[config.mk]
export PLATFORM = sky130hd
export DESIGN_NAME = quadrature_decoder_with_speed
export DESIGN_NICKNAME = d
export VERILOG_FILES = /design/src/qdec_pkg.sv /design/src/qdec_ram.sv /design/src/qdec_regs.sv /design/src/quadrature_decoder_with_speed.sv
export SDC_FILE = /design/constraint.sdc
export NUM_CORES = 1
export LEC_CHECK = 0
export BUFFER_PORTS_ARGS = -buffer_cell sky130_fd_sc_hd__buf_2
export CAP_MARGIN = 15
export CORE_MARGIN = 2
export CORE_UTILIZATION = 57
export CTS_BUF_LIST = sky130_fd_sc_hd__clkbuf_16
export DETAILED_ROUTE_END_ITERATION = 7
export HOLD_SLACK_MARGIN = 0.06
export PLACE_DENSITY = 0.88
export REMOVE_ABC_BUFFERS = 1
export SYNTH_ARGS = -nofsm -noshare
export SYNTH_HDL_FRONTEND = slang
export SYNTH_HIERARCHICAL = 1
export SYNTH_SLANG_ARGS = --single-unit
[constraint.sdc]
create_clock -name clk -period 8.6 [get_ports clk]
set_input_delay 0.43 -clock clk [delete_from_list [all_inputs] [get_ports clk]]
set_output_delay 0.43 -clock clk [all_outputs]
set_load 0.02 [all_outputs]
[src/qdec_pkg.sv]
package qdec_pkg;

  // Defaults for the top-level parameters
  localparam int MOTOR_COUNT_DEF = 2;
  localparam int COUNT_WIDTH_DEF = 16;

  // Fixed field widths
  localparam int POS_W   = 16;
  localparam int SCALE_W = 16;
  localparam int SPEED_W = 33;

  // Register port
  localparam int PADDR_W = 3;
  localparam int PDATA_W = 32;
  localparam logic [SCALE_W-1:0] SCALE_RESET = 16'd2513;

  // Register indexes (paddr[2])
  typedef enum logic [0:0] {
    REG_SPEED_SCALE = 1'b0
  } reg_idx_t;

  // Item operations
  typedef enum logic [0:0] {
    OP_PIN  = 1'b0,
    OP_TICK = 1'b1
  } op_t;

endpackage

[src/qdec_ram.sv]
module qdec_ram #(
  parameter int WIDTH = 8,
  parameter int DEPTH = 2,
  localparam int ADDR_W = (DEPTH > 1) ? $clog2(DEPTH) : 1
) (
  input  logic              clk,
  input  logic              we,
  input  logic [ADDR_W-1:0] waddr,
  input  logic [WIDTH-1:0]  wdata,
  input  logic              re,
  input  logic [ADDR_W-1:0] raddr,
  output logic [WIDTH-1:0]  rdata
);

  logic [WIDTH-1:0] mem [DEPTH];

  // One write port, one registered read port; read returns old data on collision
  always_ff @(posedge clk) begin
    if (we) begin
      mem[waddr] <= wdata;
    end
    if (re) begin
      rdata <= mem[raddr];
    end
  end

endmodule

[src/qdec_regs.sv]
module qdec_regs (
  input  logic                        clk,
  input  logic                        rst,
  input  logic                        psel,
  input  logic                        penable,
  input  logic                        pwrite,
  input  logic [qdec_pkg::PADDR_W-1:0] paddr,
  input  logic [qdec_pkg::PDATA_W-1:0] pwdata,
  output logic [qdec_pkg::PDATA_W-1:0] prdata,
  output logic                        pready,
  output logic [qdec_pkg::SCALE_W-1:0] speed_scale
);

  logic reg_hit;

  assign pready  = 1'b1;
  assign reg_hit = (paddr[2] == qdec_pkg::REG_SPEED_SCALE);

  // Write on the access phase
  always_ff @(posedge clk) begin
    if (rst) begin
      speed_scale <= qdec_pkg::SCALE_RESET;
    end else if (psel && penable && pwrite && reg_hit) begin
      speed_scale <= pwdata[qdec_pkg::SCALE_W-1:0];
    end
  end

  // Read mux
  always_comb begin
    prdata = '0;
    if (reg_hit) begin
      prdata = qdec_pkg::PDATA_W'(speed_scale);
    end
  end

endmodule

[src/quadrature_decoder_with_speed.sv]
// Quadrature decoder (x4) with sampled speed, one state entry per motor.
//
// Input channel (in_valid / in_stall): one request per item. operation
// selects a pin sample (phase_a/phase_b levels of one motor) or a speed
// sample tick for that motor. Each request gives exactly one result.
// Output channel (out_valid / out_stall): motor_out, position_count,
// direction, and on tick results speed_valid = 1 with a signed Q.8 speed.
// speed_scale (Q8.8) is written over the APB port at address 0.
//
// From input acceptance to out_valid an item passes the read stage (state
// memory read), then the output register (update and speed multiply).
// Throughput is one item per cycle while the receiver does not stall;
// back-to-back requests to the same motor forward the just-written entry
// around the memory. When the receiver stalls, the result holds in the
// output register, one more item waits in the read stage; in_stall rises.
// Reset clears all motor state (per-entry valid bits), speed_scale returns
// to 2513 and both pipeline stages empty; no clearing pass is needed.
module quadrature_decoder_with_speed #(
  parameter int MOTOR_COUNT = qdec_pkg::MOTOR_COUNT_DEF,
  parameter int COUNT_WIDTH = qdec_pkg::COUNT_WIDTH_DEF
) (
  input  logic                                clk,
  input  logic                                rst,
  // item input
  input  logic                                in_valid,
  output logic                                in_stall,
  input  logic                                operation,
  input  logic                                motor,
  input  logic                                phase_a,
  input  logic                                phase_b,
  // result output
  output logic                                out_valid,
  input  logic                                out_stall,
  output logic                                motor_out,
  output logic [qdec_pkg::POS_W-1:0]          position_count,
  output logic                                direction,
  output logic                                speed_valid,
  output logic signed [qdec_pkg::SPEED_W-1:0] speed,
  // register port
  input  logic                                psel,
  input  logic                                penable,
  input  logic                                pwrite,
  input  logic [qdec_pkg::PADDR_W-1:0]        paddr,
  input  logic [qdec_pkg::PDATA_W-1:0]        pwdata,
  output logic [qdec_pkg::PDATA_W-1:0]        prdata,
  output logic                                pready
);

  localparam int AW     = (MOTOR_COUNT > 1) ? $clog2(MOTOR_COUNT) : 1;
  localparam int PROD_W = COUNT_WIDTH + qdec_pkg::SCALE_W;
  localparam logic HAS_M1 = (MOTOR_COUNT > 1);

  typedef struct packed {
    logic                   last_a;
    logic                   last_b;
    logic                   dir;
    logic [COUNT_WIDTH-1:0] edge_cnt;
    logic [COUNT_WIDTH-1:0] tick_cnt;
  } entry_t;

  localparam int ENTRY_W = $bits(entry_t);

  logic [qdec_pkg::SCALE_W-1:0] speed_scale;

  // read stage
  logic               s1_valid;
  logic               s1_op;
  logic               s1_in_range;
  logic               s1_motor;
  logic               s1_a;
  logic               s1_b;
  logic               s1_adv;
  logic               in_acc;
  logic               in_range;
  logic [AW-1:0]      rd_addr;

  // state memory and forwarding
  logic [MOTOR_COUNT-1:0] ent_valid;
  logic                   ent_vld_q;
  logic                   byp_hit;
  logic [ENTRY_W-1:0]     byp_data;
  logic [ENTRY_W-1:0]     rdata;
  logic                   wr_en;
  logic [AW-1:0]          wr_addr;
  entry_t                 cur;
  entry_t                 nxt;
  logic [COUNT_WIDTH-1:0] cnt1;
  logic                   dir1;
  logic [COUNT_WIDTH-1:0] diff;
  logic [PROD_W-1:0]      prod;

  // output register
  logic                          out_neg;
  logic [qdec_pkg::SPEED_W-1:0]  out_mag;

  qdec_regs u_regs (
    .clk         (clk),
    .rst         (rst),
    .psel        (psel),
    .penable     (penable),
    .pwrite      (pwrite),
    .paddr       (paddr),
    .pwdata      (pwdata),
    .prdata      (prdata),
    .pready      (pready),
    .speed_scale (speed_scale)
  );

  // Handshake: read stage moves on when the output register is free or draining
  assign s1_adv   = s1_valid && (!out_valid || !out_stall);
  assign in_stall = s1_valid && !s1_adv;
  assign in_acc   = in_valid && !in_stall;
  assign in_range = HAS_M1 || !motor;
  assign rd_addr  = AW'(motor);

  qdec_ram #(
    .WIDTH (ENTRY_W),
    .DEPTH (MOTOR_COUNT)
  ) u_state_ram (
    .clk   (clk),
    .we    (wr_en),
    .waddr (wr_addr),
    .wdata (nxt),
    .re    (in_acc && in_range),
    .raddr (rd_addr),
    .rdata (rdata)
  );

  // Read stage registers, valid-bit sample and same-entry forward
  always_ff @(posedge clk) begin
    if (rst) begin
      s1_valid  <= 1'b0;
      ent_valid <= '0;
    end else begin
      if (in_acc) begin
        s1_valid <= 1'b1;
      end else if (s1_adv) begin
        s1_valid <= 1'b0;
      end
      if (wr_en) begin
        ent_valid[wr_addr] <= 1'b1;
      end
    end
    if (in_acc) begin
      s1_op       <= operation;
      s1_motor    <= motor;
      s1_a        <= phase_a;
      s1_b        <= phase_b;
      s1_in_range <= in_range;
      ent_vld_q   <= in_range && ent_valid[rd_addr];
      byp_hit     <= in_range && wr_en && (wr_addr == rd_addr);
      byp_data    <= nxt;
    end
  end

  assign wr_en   = s1_adv && s1_in_range;
  assign wr_addr = AW'(s1_motor);

  // Entry update: A change then B change, or a tick capture
  always_comb begin
    cur = '0;
    if (byp_hit) begin
      cur = entry_t'(byp_data);
    end else if (ent_vld_q) begin
      cur = entry_t'(rdata);
    end
    nxt  = cur;
    cnt1 = cur.edge_cnt;
    dir1 = cur.dir;
    diff = '0;
    if (s1_op == qdec_pkg::OP_PIN) begin
      if (s1_a != cur.last_a) begin
        dir1 = (s1_a != s1_b);
        cnt1 = dir1 ? cur.edge_cnt + 1'b1 : cur.edge_cnt - 1'b1;
      end
      nxt.last_a   = s1_a;
      nxt.last_b   = s1_b;
      nxt.dir      = dir1;
      nxt.edge_cnt = cnt1;
      if (s1_b != cur.last_b) begin
        nxt.dir      = (s1_a == s1_b);
        nxt.edge_cnt = nxt.dir ? cnt1 + 1'b1 : cnt1 - 1'b1;
      end
    end else begin
      diff = cur.dir ? cur.edge_cnt - cur.tick_cnt : cur.tick_cnt - cur.edge_cnt;
      nxt.tick_cnt = cur.edge_cnt;
    end
  end

  assign prod = PROD_W'(diff) * PROD_W'(speed_scale);

  // Output register
  always_ff @(posedge clk) begin
    if (rst) begin
      out_valid <= 1'b0;
    end else if (s1_adv) begin
      out_valid <= 1'b1;
    end else if (!out_stall) begin
      out_valid <= 1'b0;
    end
    if (s1_adv) begin
      motor_out      <= s1_motor;
      position_count <= '0;
      direction      <= 1'b0;
      speed_valid    <= 1'b0;
      out_mag        <= '0;
      out_neg        <= 1'b0;
      if (s1_in_range) begin
        position_count <= qdec_pkg::POS_W'(nxt.edge_cnt);
        direction      <= nxt.dir;
        if (s1_op == qdec_pkg::OP_TICK) begin
          speed_valid <= 1'b1;
          out_mag     <= qdec_pkg::SPEED_W'(prod);
          out_neg     <= cur.dir;
        end
      end
    end
  end

  // Up direction gives a negative speed
  assign speed = out_neg ? $signed(~out_mag + 1'b1) : $signed(out_mag);

endmodule

* Yosys cells after proc, flatten, opt, wreduce, memory -nomap -nowiden
Memories as Yosys holds them, arrays and structs flattened. A register that Yosys moved wholly into a read port is not among the register bits. Index checks and enable logic that the tools add are counted.
Word-level totals: input port bits 46, word-level logic and storage cells 78, memories kept 1, latch bits 0, memory bits (read-only) 0, bits in writable memories 70, output and inout bits 87, register bits 114
Memories:
- u_state_ram.mem | words 2, width 35, read ports 1, clocked after memory_dff 1, wr ports 1, RTL line qdec_ram.sv:15 | logic [WIDTH-1:0] mem [DEPTH];
Cells by class: muxes and demuxes 25, shifts and indexed selects 0, divide/modulo/power cells 0, multiply operators 1, magnitude comparators 3, add/sub/neg operators 7, eq/ne operators 6, reductions and logical operators 14, bitwise operators 3
Operators with widths (count):
- 16-bit two-way mux | 8
- 35-bit two-way mux | 2
- 33-bit by 1-bit adder with 33-bit output (second input constant) | 1
- 33-bit two-way mux | 1
- 33-bit NOT | 1
- 16-bit by 1-bit adder with 16-bit output (second input constant) | 2
- 16-bit by 16-bit multiplier with 32-bit output | 1
- 16-bit by 1-bit subtractor with 16-bit output (second input constant) | 2
- 16-bit subtractor | 2
- 19-bit two-way mux | 1
- 17-bit two-way mux | 1
- 1-bit two-way mux | 11
- 1-bit logical AND | 8
- 1-bit zero test | 4
- 1-bit by 2-bit less-than comparator with 1-bit output (second input constant) | 2
- 1-bit != test | 3
- 1-bit equality test | 2
- 2-bit by 1-bit != test with 1-bit output (second input constant) | 1
- 2-bit bitwise OR | 1
- 2-bit nonzero test | 1
- 1-bit demux with 1-bit select | 1
- 1-bit greater-or-equal comparator (second input constant) | 1
- 1-bit logical OR | 1
- 1-bit NOT | 1

* Depth between registers and ports, before layout
Gate-level depths: netlist of the first run.
depth after elaboration 10, mapped depth 42, mapped depth without buffers 36

* Cells and area by module
The synthesis of the first run kept the hierarchy.
By module, submodules not included:
- quadrature_decoder_with_speed | times used 1, sequential area each 2872.8 µm², cells an instance 1797, area an instance 16215.6 µm²
- qdec_ram | times used 1, sequential area each 3153.0 µm², cells an instance 146, area an instance 3743.6 µm²
- qdec_regs | times used 1, sequential area each 320.3 µm², cells an instance 106, area an instance 957.2 µm²

* Worst setup path after synthesis of the first run
OpenSTA, ideal clock, no wires.
kind register -> register, from reg byp_hit, to reg out_mag[29] (netlist name) (data pin), setup slack -653 ps, clock period less this slack 9253 ps, arrival time 8986 ps, required time 8333 ps, setup time 267 ps, buffers on the path 7, cell stages (with the launch flop) 39, cell sequence edfxtp_1 > buf_2 > buf_4 > nor2b_1 > clkbuf_1 > clkbuf_1 > clkbuf_1 > a22oi_1 > ha_1 > a21oi_1 > o221ai_1 > a2111oi_1 > a311oi_2 > nand2_1 > nand3_1 > a221oi_1 > xnor2_1 > and2_1 > [... 3 more ...] > inv_1 > fa_1 > fa_1 > fa_1 > fa_1 > inv_1 > fa_1 > inv_1 > ha_1 > clkbuf_1 > nand3_1 > o32a_1 > a31oi_1 > o311ai_0 > o21ai_0 > a21oi_1 > xor2_1 > nor2_1
On the way: word-level cells in the longest chain between the ends 5, elaborated cells on any way between the ends 6, classes of those cells 2 x add/sub; 1 x mul; 3 x mux
Ends and longest elaborated chain:
- start, declared | RTL line quadrature_decoder_with_speed.sv:80 | logic byp_hit;
- start signal, assigned | RTL line quadrature_decoder_with_speed.sv:151 | byp_hit <= in_range && wr_en && (wr_addr == rd_addr);
- 35-bit two-way mux (*) | RTL line quadrature_decoder_with_speed.sv:162 | if (byp_hit) begin
- 16-bit subtractor | RTL line quadrature_decoder_with_speed.sv:185 | diff = cur.dir ? cur.edge_cnt - cur.tick_cnt : cur.tick_cnt - cur.edge_cnt;
- 16-bit two-way mux (*) | RTL line quadrature_decoder_with_speed.sv:185
- 16-bit two-way mux (*) | RTL line quadrature_decoder_with_speed.sv:171 | if (s1_op == qdec_pkg::OP_PIN) begin
- 16-bit by 16-bit multiplier with 32-bit output (*) | RTL line quadrature_decoder_with_speed.sv:190 | assign prod = PROD_W'(diff) * PROD_W'(speed_scale);
- end signal, assigned | RTL line quadrature_decoder_with_speed.sv:213 | out_mag <= qdec_pkg::SPEED_W'(prod);
- end, declared | RTL line quadrature_decoder_with_speed.sv:94 | logic [qdec_pkg::SPEED_W-1:0] out_mag;
Mark *: on every way between the ends. The rest lies on a longest branch, timed or not. A chain may end at the register's enable or synchronous reset.

* Worst setup path in the final report of the first run
from reg byp_hit, to reg out_mag[31] (netlist name) (data pin)
Same word-level chain as after synthesis.

==> impl_results.md, run 1 <==
* Dpl cell area at 22900 sq um
* Worst EP required at 8.91 ns
* Die Width at 196 um
* Clock Sinks at 218
* Worst hold endpoint: u_regs/speed_scale[1]$_SDFFE_PP0P_
* Hold crit path type: input port to flip-flop
* Commonest cells after routing, fill and taps aside: inv_1, edfxtp_1, buf_4, fa_1, nand2_1
* Maximum vdd ir drop at 0.000449 V
* NumNets Final at 2697
* Site Rows at 70
* Post-Route WL at 56700 um
* Setup violators final at 6
* Pre-CTS WS at -0.621 ns
* RR Startpoint: byp_hit$_DFFE_PP_
* Per-cell routed wire length at 20.4 um
* Slowest stage cell, crit path: fa_1
* DRC Markers at 0
* Max stage delay on crit path at 0.54 ns
* Yosys warning total at 6
* Area grow syn2layout at 18.6%
* LEAKAGE at 11.4 nW
* CTS Buffer Depth at 3
* Max Freq at 115 MHz
* Pwr/cell area at 385 nW/um^2
* Fin Hold WS at 0.109 ns
* Hold depth at 3
* Starting density of the core at 57.5%
* Setup WS post-layout at -0.129 ns
* R2r endpoint: out_mag[31]$_SDFFCE_PN0P_
* Most common cell after layout, fill and taps aside: inv_1
* GPL Wtd Cong at 0.954
* Share of layout cells above drive strength 1 at 22.2%
* Design Area, Final at 24800 sq um
* Ranking of synthesized cells by area: edfxtp_1, fa_1, ha_1
* Total track usage at 28.8%
* Syn_area_per_cell at 10.2 sq um
* Initial antenna violation count at 1
* Core area at 36300 sq um
* Root buf cell: clkbuf_16
* Die H at 196 um
* # IOs at 133
* Total CTS buffers at 25
* Slew Viols, Final at 0
* WP data arrival at 9.04 ns
* HP Start: pwdata[1]
* Detail Route Antenna Nets at 0
* Via-to-Cell Ratio at 5.95
* Post-DP HPWL at 40000 um
* IO buf count at 97
* First-pass GRT wire length at 86900 um
* CTS tree: built
* Clock slew at reported path FFs at 0.08 ns
* RSZ-0062 raised after global routing: yes
* Cell taking the most area after synthesis: edfxtp_1
* Final Critical Period at 8.73 ns
* Cell repeated most along the worst path: fa_1
* Max-cap viol count at 0
* Slew @ Worst Pin at 1.04 ns
* Latest clock arrival within the worst-skew pair at 0.58 ns
* Flop-to-flop setup slack at -0.13 ns
* Largest net degree at the start of global routing at 77
* Primary FF master, synth: edfxtp_1
* Setup tns final at -0.470 ns
* GRT Residual Overflow at 0
* Vias in the first global route at 17000
* Critical path type: flip-flop to flip-flop
* Worst slew margin at 30.5%
* R2R depth at 35
* Layout Skew at 0.0376 ns
* Async SR Flop Fraction at 0%
* Number of synthesized flops with an enable pin at 198
* Die ar. at 38200 sq um
* DR vias at 16600
* Synth cell types at 82
* Cells after Synth at 2049
* Fin. Hold Viols at 0
* Largest fanout on the critical path at 7
* Initial drt markers at 1161
* Failing checks: negative setup slack
* Run status: complete, but fails checks
* Final period util at 102%
* DR pass1 iterations at 6
* Setup crit end kind: flip-flop
* Yosys top cell area share at 28.4%
* H-tree level count at 1
* Synthesized cell area at 20900 sq um
* Seq/Total Area, Yosys at 30.3%
* FF+latch count, synth at 218
* Type of origin of the critical path: flip-flop
## layer usage
layer	global-route usage [%]	share of wire, %	vias up	routed length, um
li1	-	-	7421	-
met2	52.4	52	738	29300
met4	13.1	5.1	0	2900
met5	0	0	-	0
met3	3.92	6.8	205	3840
met1	33.8	36	8192	20600
## where the power goes
group | internal, mW | total (mW) | switching (mW)
clock | 0.678 | 1.13 | 0.453
combinational | 3.32 | 6.94 | 3.62
sequential | 1.39 | 1.47 | 0.0829
total | 5.39 | 9.55 | 4.16
## how the worst max path moves through the flow
stage                            from                   endpoint  slack (ns)  depth (start not counted)
finish              byp_hit$_DFFE_PP_  out_mag[31]$_SDFFCE_PN0P_       -0.13                         35
global route        byp_hit$_DFFE_PP_  out_mag[30]$_SDFFCE_PN0P_       -0.37                         39
CTS                 byp_hit$_DFFE_PP_  out_mag[31]$_SDFFCE_PN0P_       -0.03                         38
detailed placement  byp_hit$_DFFE_PP_  out_mag[31]$_SDFFCE_PN0P_       -0.62                         35
global placement    byp_hit$_DFFE_PP_  out_mag[31]$_SDFFCE_PN0P_       -0.38                         37
floorplan           byp_hit$_DFFE_PP_  out_mag[31]$_SDFFCE_PN0P_       -1.56                         31
## logic make-up (layout without fill, tap and decap cells)
kind of cell | count (synthesis) | count (layout) | share of synthesized area (%)
buffers and inverters | 362 | 610 | 7.31
adder cells (fa/ha/maj) | 355 | 355 | 28.3
flip-flops | 218 | 218 | 30.3
multiplexers | 84 | 84 | 4.83
other | 2 | 18 | 0.0359
AO/OA/AOI/OAI | 306 | 306 | 9.79
AND/OR/NAND/NOR | 618 | 618 | 14.9
XOR/XNOR | 104 | 104 | 4.46
## cell usage after synthesis (all sizes together) (45+ instances only)
cell	count
nand2	181
ha	157
edfxtp	198
o21ai	45
and2	62
and3	68
mux2i	48
nor2	115
inv	254
xnor2	67
fa	198
nand3	46
clkbuf	66
a21oi	96
## metrics by stage
stage,instances,utilization (%),total power [mW]
2_1_floorplan,1956,-,5.04
5_1_grt,2780,68.3,10.2
3_5_place_dp,2702,63.0,7.30
3_3_place_gp,2702,63.0,7.14
6_report,2781,68.3,9.55
4_1_cts,2760,66.6,8.74
## layout make-up
class | instances | area [sq um]
Clock buffer | 25 | 626
Timing Repair Buffer | 313 | 2280
Tap cell | 468 | 586
Sequential cell | 218 | 6350
Antenna cell | 1 | 2.50
Clock inverter | 18 | 225
Multi-Input combinational cell | 1484 | 13800
Fill cell | 2517 | 11500
Inverter | 254 | 953
## worst max-delay path: cells and delay by family (launching register included)
family,cells,cell delay [ns]
adder cells (fa/ha/maj),8,3.50
AO/OA/AOI/OAI,11,2.41
AND/OR/NAND/NOR,8,1.19
buffers and inverters,6,0.62
flip-flops,1,0.44
XOR/XNOR,2,0.31
## sequential cells by signal, indices dropped and copies added (netlist names), 2 cells and up
register	cells
byp_data	35
ent_valid	2
out_mag	32
position_count	16
u_regs/speed_scale	16
u_state_ram/mem	70
u_state_ram/rdata	35
## what timing repair did
item,CTS,global route
hold endpoints to repair,3,0
gates resized for setup,63,92
hold buffers,3,0
pin swaps,36,91
setup endpoints to repair,14,17
buffers inserted,12,23
(Power assumes the default switching activity.)
==> run 2, diff against run 1 <==
CORE_ASPECT_RATIO = 1.4   (was unset)
==> run 2 against run 1 <==
Compared with the run above: critical path depth is 6 higher; sequential power hardly changed; global-route usage is 0.47 points lower; register-to-register slack worse by 0.03 ns; clock-buffer cell count is 2 lower; clock power is 16% lower; the run still ends with negative setup slack left; highest routed layer is now met5; via count is 0.82% higher; maximum frequency is 0.36% lower; die area hardly changed; wire length is 0.28% higher; power is 3.6% lower.
==> impl_results.md, run 2 (synthesis gave the netlist of run 1 again) <==
* Run status: complete, but fails checks (unchanged)
* Failing checks: negative setup slack (unchanged)
* Sw frac at 45.0% (was 43.6%)
* Design Area, Final at 24400 sq um (was 24800 sq um)
* Site Rows at 83 (was 70)
* Layout Cells excl Fill at 2772 (was 2781)
* Cell repeated most along the worst path: fa_1 (unchanged)
* CTS Buffer Depth at 3 (unchanged)
* Clock Sinks at 218 (unchanged)
* DR pass1 iterations at 6 (unchanged)
* Clock Power Share at 10.3% (was 11.8%)
* Commonest cells after routing, fill and taps aside: inv_1, edfxtp_1, buf_4, fa_1, nand2_1 (unchanged)
* Worst EP required at 8.86 ns (was 8.91 ns)
* Vias in the first global route at 17500 (was 17000)
* DRC Markers at 0 (unchanged)
* Post-Route WL at 56800 um (was 56700 um)
* Max-cap viol count at 0 (unchanged)
* Slowest stage cell, crit path: fa_1 (unchanged)
* Setup crit end kind: flip-flop (unchanged)
* Total track usage at 28.3% (was 28.8%)
* Slew Viols, Final at 0 (unchanged)
* Hold crit path type: input port to flip-flop (unchanged)
* Largest fanout on the critical path at 8 (was 7)
* # IOs at 133 (unchanged)
* Share of layout cells above drive strength 1 at 21.9% (was 22.2%)
* Clock slew at reported path FFs at 0.06 ns (was 0.08 ns)
* Max Freq at 114 MHz (was 115 MHz)
* Placed cells at 2699 (was 2702)
* GRT met2 Usage at 52.6% (was 52.4%)
* Area grow syn2layout at 16.9% (was 18.6%)
* DR vias at 16700 (was 16600)
* Pwr/cell area at 376 nW/um^2 (was 385 nW/um^2)
* Largest net degree at the start of global routing at 143 (was 77)
* Post-DP HPWL at 40700 um (was 40000 um)
* IO buf count at 97 (unchanged)
* Initial antenna violation count at 1 (unchanged)
* WP data arrival at 9.02 ns (was 9.04 ns)
* Max reg flops at 70 (unchanged)
* Top Usage Layer GRT: met2 (unchanged)
* Setup violators final at 9 (was 6)
* Fin Hold WS at 0.0690 ns (was 0.109 ns)
* Final Critical Period at 8.76 ns (was 8.73 ns)
* Per-cell routed wire length at 20.5 um (was 20.4 um)
* Type of origin of the critical path: flip-flop (unchanged)
* Core area at 36500 sq um (was 36300 sq um)
* Met1 GRT Util at 29.0% (was 33.8%)
* H-tree level count at 1 (unchanged)
* Largest regs: u_state_ram/mem x70, byp_data x35, u_state_ram/rdata x35 (unchanged)
* Dpl cell area at 22900 sq um (about the same)
* Fin. Hold Viols at 0 (unchanged)
* Int Pwr at 5.06 mW (was 5.39 mW)
* Total CTS buffers at 23 (was 25)
* Layout Skew at 0.0162 ns (was 0.0376 ns)
* P_sw at 4.14 mW (was 4.16 mW)
* Flop pwr share at 16.0% (was 15.4%)
* Antenna diodes at 0 (was 1)
* Worst slew margin at 21.0% (was 30.5%)
* Die ar. at 38300 sq um (was 38200 sq um)
* Fill cells at 2549 (was 2517)
* Detail Route Antenna Nets at 0 (unchanged)
* Starting density of the core at 57.4% (was 57.5%)
* CTS tree: built (unchanged)
* Slew @ Worst Pin at 1.18 ns (was 1.04 ns)
* Combinational share of power at 73.7% (was 72.7%)
* Biggest register: u_state_ram/mem (unchanged)
* Setup tns final at -1.08 ns (was -0.470 ns)
* Initial drt markers at 1276 (was 1161)
* RSZ-0062 raised after global routing: yes (unchanged)
* Via-to-Cell Ratio at 6.02 (was 5.95)
* First-pass GRT wire length at 86500 um (was 86900 um)
* Die H at 231 um (was 196 um)
* NumNets Final at 2691 (was 2697)
* Critical path type: flip-flop to flip-flop (unchanged)
* Final period util at 102% (about the same)
* Most common cell after layout, fill and taps aside: inv_1 (unchanged)
* Latest clock arrival within the worst-skew pair at 0.54 ns (was 0.58 ns)
* GRT Residual Overflow at 0 (unchanged)
* GPL Wtd Cong at 0.987 (was 0.954)
* Met3 Use GR at 4.49% (was 3.92%)
* Max stage delay on crit path at 0.56 ns (was 0.54 ns)
* Maximum vdd ir drop at 0.000475 V (was 0.000449 V)
* Die Width at 166 um (was 196 um)
* LEAKAGE at 11.2 nW (was 11.4 nW)
* Setup WS post-layout at -0.160 ns (was -0.129 ns)
* Root buf cell: clkbuf_16 (unchanged)
==> run 2: cell count changes in the layout (fill, tap and decap cells not counted), sizes merged <==
cell and delta:
dlygate4sd3 -2, bufinv -4, clkbuf -2, inv +4, bufbuf -1, diode -1
buf -1, clkinv -1
==> run 2: layout make-up <==
cell class | count | area (sq um) | area share, %
clock buffers | 23 | 576 | 2.35
clock inverters | 17 | 121 | 0.496
inverters | 254 | 953 | 3.90
multi-input cells | 1484 | 13700 | 56.0
flip-flops and latches | 218 | 6350 | 26.0
well taps | 467 | 584 | 2.39
repair buffers | 309 | 2190 | 8.94
==> run 2: worst max-delay path: cells and delay by family, from the launching register on <==
family	cells	cell delay (ns)
buffers and inverters	11	1.12
xor gates and xnor gates	2	0.32
DFF	1	0.42
AOI/OAI and AO/OA	9	1.55
and+or+nand+nor	11	1.46
adders and majority gates	8	3.58
==> run 2: metal layers <==
| layer | wire, um | vias up |
|---|---|---|
| li1 | - | 7392 |
| met1 | 18700 | 8156 |
| met2 | 29800 | 806 |
| met3 | 3640 | 335 |
| met4 | 4720 | 2 |
| met5 | 13 | - |
==> run 2: per-stage QoR <==
step           setup slack [ns]  total power, mW  util (%)
2_1_floorplan             -1.56             5.04         -
3_3_place_gp             -0.519             7.15      62.8
3_5_place_dp             -0.814             7.37      62.8
4_1_cts                 -0.0185             8.44      65.4
5_1_grt                  -0.468             9.85      67.1
6_report                 -0.160             9.20      67.1
==> run 2: what timing repair did <==
action / 4_1_cts / 5_1_grt
hold buffers: 1 / 0
endpoints found under the setup margin: 17 / 15
setup buffers: 11 / 22
gates resized for setup: 40 / 95
pin swaps: 24 / 60
hold endpoints to repair: 1 / 0
==> run 2: power groups by stage <==
stage                     registers (mW)  clock network (mW)  logic (mW)
after floorplan                     1.49                   0        3.55
after global placement              1.48                   0        5.67
after detailed placement            1.50                   0        5.87
after CTS                           1.47               0.955        6.01
after global routing                1.49               0.996        7.36
final                               1.48               0.945        6.78
==> run 2: path summary, 6_finish.rpt <==
path | from | to | slack, ns | cells after the start
setup / recovery | byp_hit$_DFFE_PP_ | out_mag[30]$_SDFFCE_PN0P_ | -0.16 | 41
hold / removal | phase_a | s1_a$_DFFE_PP_ | 0.07 | 1
setup reg to reg | byp_hit$_DFFE_PP_ | out_mag[30]$_SDFFCE_PN0P_ | -0.16 | 41
hold reg to reg | ent_valid[1]$_SDFFE_PP0P_ | ent_valid[1]$_SDFFE_PP0P_ | 0.47 | 2
